File: src/rtl/core/rwc_pkg.sv
// Shared types, constants and helpers for the realigning word copy block.
`timescale 1ns / 1ps
`default_nettype none

package rwc_pkg;

  localparam int WORD_BYTES = 8;
  localparam int LANE_W     = $clog2(WORD_BYTES);
  localparam int WORD_W     = WORD_BYTES * 8;
  localparam int HELD_W     = (WORD_BYTES - 1) * 8;
  localparam int COUNT_BITS = 20;

  // APB register map: one 32-bit register per word address
  localparam int ADDR_W = 4;
  localparam logic [1:0] REG_SRC_OFFSET = 2'd0;
  localparam logic [1:0] REG_DST_OFFSET = 2'd1;
  localparam logic [1:0] REG_BYTE_COUNT = 2'd2;

  // output queue
  localparam int OQ_DEPTH = 4;
  localparam int OQ_PTR_W = $clog2(OQ_DEPTH);

  localparam logic [WORD_BYTES-1:0] ALL_LANES = '1;

  typedef struct packed {
    logic [WORD_W-1:0] src_word;
    logic              src_last;
  } src_beat_t;

  typedef struct packed {
    logic [WORD_W-1:0]     dst_word;
    logic [WORD_BYTES-1:0] byte_enable;
    logic                  dst_last;
  } dst_beat_t;

  typedef struct packed {
    logic [2:0]            src_offset;
    logic [2:0]            dst_offset;
    logic [COUNT_BITS-1:0] byte_count;
  } cfg_t;

  // up to two result beats produced by one source beat, oldest in first
  typedef struct packed {
    logic [1:0] num;
    dst_beat_t  first;
    dst_beat_t  second;
  } push_t;

  // widen a lane mask to a bit mask, one byte per lane
  function automatic logic [WORD_W-1:0] lane_bits(input logic [WORD_BYTES-1:0] lanes);
    logic [WORD_W-1:0] bits;
    bits = '0;
    for (int i = 0; i < WORD_BYTES; i++) begin
      bits[i*8 +: 8] = {8{lanes[i]}};
    end
    return bits;
  endfunction

endpackage

`default_nettype wire

File: src/rtl/core/rwc_cfg.sv
// APB register file for offsets and byte count.
`timescale 1ns / 1ps
`default_nettype none

module rwc_cfg
  import rwc_pkg::*;
(
  input  wire logic              clk,
  input  wire logic              rst,
  input  wire logic              psel,
  input  wire logic              penable,
  input  wire logic              pwrite,
  input  wire logic [ADDR_W-1:0] paddr,
  input  wire logic [31:0]       pwdata,
  output logic      [31:0]       prdata,
  output logic                   pready,
  input  wire logic              armed,
  output cfg_t                   cfg
);

  logic [1:0] idx;
  logic       wr;

  assign idx    = paddr[ADDR_W-1:2];
  // writes land only between transfers
  assign wr     = psel & penable & pwrite & armed;
  assign pready = 1'b1;

  always_ff @(posedge clk) begin
    if (rst) begin
      cfg <= '0;
    end else if (wr) begin
      unique case (idx)
        REG_SRC_OFFSET: cfg.src_offset <= pwdata[2:0];
        REG_DST_OFFSET: cfg.dst_offset <= pwdata[2:0];
        REG_BYTE_COUNT: cfg.byte_count <= pwdata[COUNT_BITS-1:0];
        default: ;
      endcase
    end
  end

  always_comb begin
    unique case (idx)
      REG_SRC_OFFSET: prdata = 32'(cfg.src_offset);
      REG_DST_OFFSET: prdata = 32'(cfg.dst_offset);
      REG_BYTE_COUNT: prdata = 32'(cfg.byte_count);
      default:        prdata = 32'd0;
    endcase
  end

endmodule

`default_nettype wire

File: src/rtl/core/rwc_pack.sv
// Input register, byte packing logic and transfer state.
`timescale 1ns / 1ps
`default_nettype none

module rwc_pack
  import rwc_pkg::*;
(
  input  wire logic      clk,
  input  wire logic      rst,
  input  wire logic      src_valid,
  output logic           src_ready,
  input  wire src_beat_t src_beat,
  input  wire cfg_t      cfg,
  input  wire logic      room,
  output logic           armed,
  output push_t          push
);

  logic                  a_valid;
  src_beat_t             a_beat;
  logic                  fire;

  logic [HELD_W-1:0]     held;
  logic [LANE_W-1:0]     held_cnt;
  logic [COUNT_BITS-1:0] bytes_left;
  logic                  first_source;
  logic                  first_dest;

  logic [LANE_W-1:0]     lane;
  logic [COUNT_BITS-1:0] bl;
  logic [LANE_W:0]       avail;
  logic [LANE_W:0]       take;
  logic [WORD_BYTES-1:0] take_lanes;
  logic [WORD_W-1:0]     src_m;
  logic [2*WORD_W-1:0]   comb;
  logic [LANE_W:0]       total;
  logic [COUNT_BITS-1:0] bl_after;
  logic [LANE_W-1:0]     start;
  logic [LANE_W:0]       cap;
  logic                  e0;
  logic                  ended;
  logic [2*WORD_W-1:0]   rem_all;
  logic [WORD_W-1:0]     rem;
  logic [LANE_W:0]       rem_cnt;
  logic [LANE_W-1:0]     start1;
  logic [WORD_BYTES-1:0] rem_lanes;
  logic                  e1;
  dst_beat_t             r0;
  dst_beat_t             r1;

  // input register: refill while the current beat moves on
  assign fire      = a_valid & room;
  assign src_ready = ~a_valid | fire;
  assign armed     = first_source;

  always_ff @(posedge clk) begin
    if (rst) begin
      a_valid <= 1'b0;
    end else if (src_ready) begin
      a_valid <= src_valid;
    end
  end

  always_ff @(posedge clk) begin
    if (src_valid && src_ready) begin
      a_beat <= src_beat;
    end
  end

  always_comb begin
    lane       = first_source ? cfg.src_offset[LANE_W-1:0] : '0;
    bl         = first_source ? cfg.byte_count : bytes_left;
    avail      = (LANE_W+1)'(WORD_BYTES) - (LANE_W+1)'(lane);
    take       = (bl < COUNT_BITS'(avail)) ? bl[LANE_W:0] : avail;
    take_lanes = ~(ALL_LANES << take);
    src_m      = (a_beat.src_word >> {lane, 3'b000}) & lane_bits(take_lanes);
    comb       = (2*WORD_W)'(held) | ((2*WORD_W)'(src_m) << {held_cnt, 3'b000});
    total      = (LANE_W+1)'(held_cnt) + take;
    bl_after   = bl - COUNT_BITS'(take);

    // full (or head) destination word
    start      = first_dest ? cfg.dst_offset[LANE_W-1:0] : '0;
    cap        = (LANE_W+1)'(WORD_BYTES) - (LANE_W+1)'(start);
    e0         = (total >= cap);
    ended      = e0 && (bl_after == '0) && (total == cap);
    r0.dst_word    = comb[WORD_W-1:0] << {start, 3'b000};
    r0.byte_enable = ALL_LANES << start;
    r0.dst_last    = ended;

    // leftover bytes, or an empty closing word when the source ends early
    rem_all   = e0 ? (comb >> {cap, 3'b000}) : comb;
    rem       = rem_all[WORD_W-1:0];
    rem_cnt   = e0 ? (total - cap) : total;
    start1    = e0 ? '0 : start;
    rem_lanes = ~(ALL_LANES << rem_cnt);
    e1        = !ended &&
                (((rem_cnt != '0) && ((bl_after == '0) || a_beat.src_last)) ||
                 (a_beat.src_last && (bl_after != '0)));
    r1.dst_word    = (rem & lane_bits(rem_lanes)) << {start1, 3'b000};
    r1.byte_enable = rem_lanes << start1;
    r1.dst_last    = 1'b1;

    push.num    = fire ? (2'(e0) + 2'(e1)) : 2'd0;
    push.first  = e0 ? r0 : r1;
    push.second = r1;
  end

  always_ff @(posedge clk) begin
    if (rst) begin
      held         <= '0;
      held_cnt     <= '0;
      bytes_left   <= '0;
      first_source <= 1'b1;
      first_dest   <= 1'b1;
    end else if (fire) begin
      if (a_beat.src_last) begin
        held         <= '0;
        held_cnt     <= '0;
        bytes_left   <= '0;
        first_source <= 1'b1;
        first_dest   <= 1'b1;
      end else begin
        held         <= e1 ? '0 : rem[HELD_W-1:0];
        held_cnt     <= e1 ? '0 : rem_cnt[LANE_W-1:0];
        bytes_left   <= bl_after;
        first_source <= 1'b0;
        first_dest   <= first_dest & ~(e0 | e1);
      end
    end
  end

endmodule

`default_nettype wire

File: src/rtl/core/rwc_outq.sv
// Small result queue that takes up to two beats per cycle.
`timescale 1ns / 1ps
`default_nettype none

module rwc_outq
  import rwc_pkg::*;
(
  input  wire logic  clk,
  input  wire logic  rst,
  input  wire push_t push,
  output logic       room,
  output logic       dst_valid,
  input  wire logic  dst_ready,
  output dst_beat_t  dst_beat
);

  dst_beat_t           mem [OQ_DEPTH];
  logic [OQ_PTR_W-1:0] wr_ptr;
  logic [OQ_PTR_W-1:0] rd_ptr;
  logic [OQ_PTR_W:0]   count;
  logic                pop;

  assign pop       = dst_valid & dst_ready;
  assign dst_valid = (count != '0);
  assign dst_beat  = mem[rd_ptr];
  // room for a worst-case pair, judged on registered state only
  assign room      = (count <= (OQ_PTR_W+1)'(OQ_DEPTH - 2));

  always_ff @(posedge clk) begin
    if (push.num != 2'd0) begin
      mem[wr_ptr] <= push.first;
    end
    if (push.num == 2'd2) begin
      mem[OQ_PTR_W'(wr_ptr + 1'b1)] <= push.second;
    end
  end

  always_ff @(posedge clk) begin
    if (rst) begin
      wr_ptr <= '0;
      rd_ptr <= '0;
      count  <= '0;
    end else begin
      wr_ptr <= wr_ptr + OQ_PTR_W'(push.num);
      rd_ptr <= rd_ptr + OQ_PTR_W'(pop);
      count  <= count + (OQ_PTR_W+1)'(push.num) - (OQ_PTR_W+1)'(pop);
    end
  end

endmodule

`default_nettype wire

File: src/rtl/core/realigning_word_copy.sv
// Top level of the realigning word copy block.
// Path: a source beat passes the input register, then the packing logic writes its
//   destination beats into the result queue, which presents them.
// Throughput: one source beat per cycle while the queue has room, set by the single-pass
//   packing logic; the source beat that uses up the count or carries src_last may give two.
// Reset (rst, synchronous): clears registers, queue and transfer state; block re-arms.
`timescale 1ns / 1ps
`default_nettype none

module realigning_word_copy
  import rwc_pkg::*;
(
  input  wire logic              clk,
  input  wire logic              rst,
  // source beats
  input  wire logic              src_valid,
  output logic                   src_ready,
  input  wire src_beat_t         src_beat,
  // destination beats
  output logic                   dst_valid,
  input  wire logic              dst_ready,
  output dst_beat_t              dst_beat,
  // configuration
  input  wire logic              psel,
  input  wire logic              penable,
  input  wire logic              pwrite,
  input  wire logic [ADDR_W-1:0] paddr,
  input  wire logic [31:0]       pwdata,
  output logic      [31:0]       prdata,
  output logic                   pready
);

  cfg_t  cfg;
  logic  armed;
  logic  room;
  push_t push;

  // Registers: writes are dropped once a transfer has opened, until its
  // last source beat closes it.
  rwc_cfg u_cfg (
    .clk     (clk),
    .rst     (rst),
    .psel    (psel),
    .penable (penable),
    .pwrite  (pwrite),
    .paddr   (paddr),
    .pwdata  (pwdata),
    .prdata  (prdata),
    .pready  (pready),
    .armed   (armed),
    .cfg     (cfg)
  );

  // Packing: hold the beat in the input register, merge its live bytes after
  // the carried-over bytes, cut off a destination word when enough have
  // gathered, and flush the rest on the end of the count or of the source.
  rwc_pack u_pack (
    .clk       (clk),
    .rst       (rst),
    .src_valid (src_valid),
    .src_ready (src_ready),
    .src_beat  (src_beat),
    .cfg       (cfg),
    .room      (room),
    .armed     (armed),
    .push      (push)
  );

  // Result queue: parts the destination side from the packing logic, so a
  // stalled destination does not stop intake until fewer than two queue entries are free.
  rwc_outq u_outq (
    .clk       (clk),
    .rst       (rst),
    .push      (push),
    .room      (room),
    .dst_valid (dst_valid),
    .dst_ready (dst_ready),
    .dst_beat  (dst_beat)
  );

endmodule

`default_nettype wire

File: config.mk
export PLATFORM = sky130hd
export DESIGN_NAME = realigning_word_copy
export DESIGN_NICKNAME = d
export VERILOG_FILES = /design/src/rtl/core/rwc_pkg.sv /design/src/rtl/core/rwc_cfg.sv /design/src/rtl/core/rwc_pack.sv /design/src/rtl/core/rwc_outq.sv /design/src/rtl/core/realigning_word_copy.sv
export SDC_FILE = /design/constraint.sdc
export NUM_CORES = 2
export LEC_CHECK = 0
export ABC_AREA = 0
export ABC_CLOCK_PERIOD_IN_PS = 12550
export BUFFER_PORTS_ARGS = -buffer_cell sky130_fd_sc_hd__clkbuf_2
export CAP_MARGIN = 25
export CORE_ASPECT_RATIO = 0.75
export CORE_UTILIZATION = 30
export DETAILED_ROUTE_END_ITERATION = 8
export HOLD_SLACK_MARGIN = 0.12
export PLACE_DENSITY = 0.52
export SYNTH_ARGS = -nofsm -noshare
export SYNTH_HDL_FRONTEND = slang
export SYNTH_SLANG_ARGS = --single-unit
File: constraint.sdc
create_clock -name clk -period 12.55 [get_ports clk]
set_clock_uncertainty 0.2 [all_clocks]
set_input_delay 0 -clock clk [delete_from_list [all_inputs] [get_ports clk]]
set_output_delay 0 -clock clk [all_outputs]
set_load 0.02 [all_outputs]
==> impl_results.md <==
* Outcome: finished, final reports clean
* Pwr dens at 202.2 nW/um^2
* Min Clock Period, post-route at 10.85 ns
* Area fraction of the dominant cell type after synthesis at 27.72%
* Required time of the critical path at 12.64 ns
* Register clock-pin slew on the reported worst setup and hold paths at 0.06 ns
* Routability cong. at 1.121
* Uppermost layer routed: met5
* CTS tree: yes
* Area occupied by multi-input gates at 23720 um^2
* Slew @ Worst Pin at 1.252 ns
* GRT Util Overall at 37.61%
* Final nets at 5063
* Tcrit/Tclk final at 86.42%
* FF+latch count, synth at 472
* Switching power at 5.052 mW
* Power share of the sequential group at 20.9%
* Normalized max-slew margin at 15.63%
* Crit path to: u_outq.mem[3][20]
* Routed length on met1 at 104400 um
* Number of antenna violations at the first check in global routing at 20
* Total of warnings raised by yosys at 0
* Sequential-to-total area share from yosys stat at 33.95%
* Async set-reset flop share out of synthesis at 0%
* Post-Syn Area per Cell at 8.376 um^2
* CTS buffer count at 56
* Worst ir drop on vdd at 0.0001298 V
* Worst hold path class: primary input to flip-flop
* Initial standard-cell utilization of the core at 30.22%
* Maximum buffer depth of the clock tree at 3
* Fraction of power consumed by combinational cells at 60.6%
* Internal power contribution at 4.283 mW
* Max-slew violation count at 0
* Number of remaining DRC errors at 0
* Met3 routed wirelength at 43790 um
* Vias in the first global route at 42080
* Hold slack final at 0.2189 ns
* Final setup slack of the worst path at 1.705 ns
* Max stage delay cell, worst path: o21ai_1
* Die Outline Area at 128900 um^2
* Switching part of the total at 54.12%
* Post-detailed-route count of antenna-violating nets at 0
* Initial DRC Count at 7904
* Max-cap violations at 0
* Number of enable-type register cells in the synthesized netlist at 353
* Top area cells in the synthesized netlist: edfxtp_1 (28%), dfxtp_1 (6.2%), nand2_1 (5.5%)
* Wire per inst at 37.99 um
* Layout cell share with drive strength beyond 1 at 16.05%
* Cell taking the most area after synthesis: edfxtp_1
* Clock share of power at 18.6%
* Top cell types by occurrence after synthesis: nand2_1 (562), nor2_1 (485), edfxtp_1 (353)
* Post-CTS Setup Repair Bufs at 0
* Total placed instance area at 41930 um^2
* Later-pin clock latency in the skew report at 0.72 ns
* Total leakage power at 15.98 nW
* Depth of the CTS H-tree at 2
* Data arrival at the endpoint of the critical path at 10.93 ns
* Most frequent cell after synthesis: nand2_1
* CP Max Fanout at 52
* Routed wl met2 at 96220 um
* Wire length of the first global-routing pass at 344700 um
* Die width at 414.2 um
* Crit Path Category: flip-flop to flip-flop
* Final-layout fill cell count at 13060
* Setup crit end kind: flip-flop
* Final HPWL DP at 189600 um
* Port-buffer cells at 188
* Final routed wirelength across all metal layers at 252400 um
* Unrepaired setup endpoints after global routing: false
* Via total after detailed routing at 45870
* Final number of setup-violating endpoints at 0
* Kind of launch point of the worst setup path: flip-flop
* Number of top-level design ports at 216
* Beginning of the critical path: u_cfg.cfg[24]
* Drt first pass iters at 9
* Post-synth design cell area at 38240 um^2
* Height of the die at 311.2 um
* Final cell utilization of the core at 36.48%
* Number of standard-cell rows in the floorplan at 113
* Syn-to-layout area delta at 20.72%
* Total core area at 126500 um^2
* Via density per instance at 6.905
* Number of unique standard cell types used by synthesis at 121
* Register-to-Register Setup Slack at 1.70 ns
* Final design area excluding fillers at 46160 um^2
* Destination of the worst register-to-register timing path: u_outq.mem[3][20]
* Crit Reg-Reg Startpoint: u_cfg.cfg[24]
* Sequential standard cell area at 13000 um^2
* Worst slack at placement at 1.992 ns
* Mapped Cells at 4565
* Summed negative setup slack over all endpoints at 0 ns
* Root buffer selected by CTS: clkbuf_16
* GR Overflow Total at 0
* Highest cell delay on the worst timing path at 0.66 ns
* Pin count of the biggest net entering global routing at 110
* Clock sink count at 472
* Highest clock rate at 92.21 MHz
* Dominant register cell in the synthesized netlist: edfxtp_1
* Count of final hold-check violations at 0
* Number of cells on the worst reg-to-reg path at 31
## layer usage
| metal | global-route usage, % | vias to the layer above |
|---|---|---|
| met5 | 0.3316 | - |
| met4 | 9.158 | 36 |
| met3 | 19.94 | 516 |
| met2 | 49.87 | 3679 |
| met1 | 52.34 | 23060 |
| li1 | - | 18590 |
## worst max-delay path: cells and delay by family, from the launching register on
family | cells | cell delay, ns
adder cells (fa/ha/maj) | 4 | 1.42
buffers and inverters | 7 | 2.31
multiplexers | 1 | 0.16
AO/OA/AOI/OAI | 7 | 2.33
flip-flops | 1 | 0.30
XOR/XNOR | 1 | 0.59
AND/OR/NAND/NOR | 11 | 2.99
## cells in the final DEF (no fill, tap or decap), types with 115 or more instances in the layout
master         instances
a21oi_1              332
nand2_1              560
o21ai_0              313
dlygate4sd3_1        224
o22ai_1              218
buf_4                247
clkbuf_2             187
nor2_1               467
nand3_1              145
mux2i_1              115
edfxtp_1             353
## through the flow
| step | power (mW) | instances |
|---|---|---|
| 5_1_grt | 9.437 | 6640 |
| 3_5_place_dp | 7.170 | 6298 |
| 2_1_floorplan | 4.738 | 4576 |
| 3_3_place_gp | 7.166 | 6285 |
| 4_1_cts | 8.953 | 6628 |
| 6_report | 9.334 | 6643 |
## area by class of cell
class | instances | area share [%]
diodes | 3 | 0.01626
clock buffers | 73 | 3.204
clock inverters | 32 | 0.8511
inverters | 54 | 0.4689
multi-input cells | 3663 | 51.38
flip-flops and latches | 472 | 28.17
well taps | 1667 | 4.518
repair buffers | 679 | 11.40
## power by group through the flow
stage | combinational [mW] | sequential [mW] | clock [mW]
2_1_floorplan | 2.82 | 1.92 | 0
3_5_place_dp | 5.20 | 1.98 | 0
6_report | 5.65 | 1.95 | 1.73
4_1_cts | 5.26 | 1.94 | 1.75
5_1_grt | 5.67 | 1.96 | 1.81
3_3_place_gp | 5.19 | 1.97 | 0
## state kept, by name (all words and copies together) (netlist names)
signal,flops
u_outq.wr_ptr,2
u_pack.a_beat,65
u_pack.a_valid,1
u_pack.first_dest,1
u_outq.count,3
u_outq.rd_ptr,2
u_pack.held_cnt,3
u_pack.armed,1
u_pack.held,56
u_cfg.cfg,26
u_outq.mem,292
u_pack.bytes_left,20
## worst min-delay path by stage
stage,startpoint,endpoint,depth (start not counted),slack [ns]
after CTS,penable,u_cfg.cfg[25],6,0.20
after detailed placement,src_beat[3],u_pack.a_beat[3],1,-0.02
final,penable,u_cfg.cfg[25],6,0.22
after global routing,penable,u_cfg.cfg[24],6,0.26
after global placement,src_beat[26],u_pack.a_beat[26],1,-0.02
after floorplan,src_beat[0],u_pack.a_beat[0],0,-0.10
## what timing repair did
item	CTS	global route
endpoints found under the hold margin	242	0
hold buffers	225	0
gates resized for setup	0	0
## cells by family after synthesis
logic type / after synthesis / share of synthesized area, %
mux: 227 / 8.812
buf+inv: 441 / 4.696
flops: 472 / 33.95
simple gates: 1588 / 18.85
xor+xnor: 31 / 0.7101
fa+ha+maj: 30 / 1.054
compound gates: 1774 / 31.91
other cells: 2 / 0.01964
(Power assumes the default switching activity.)
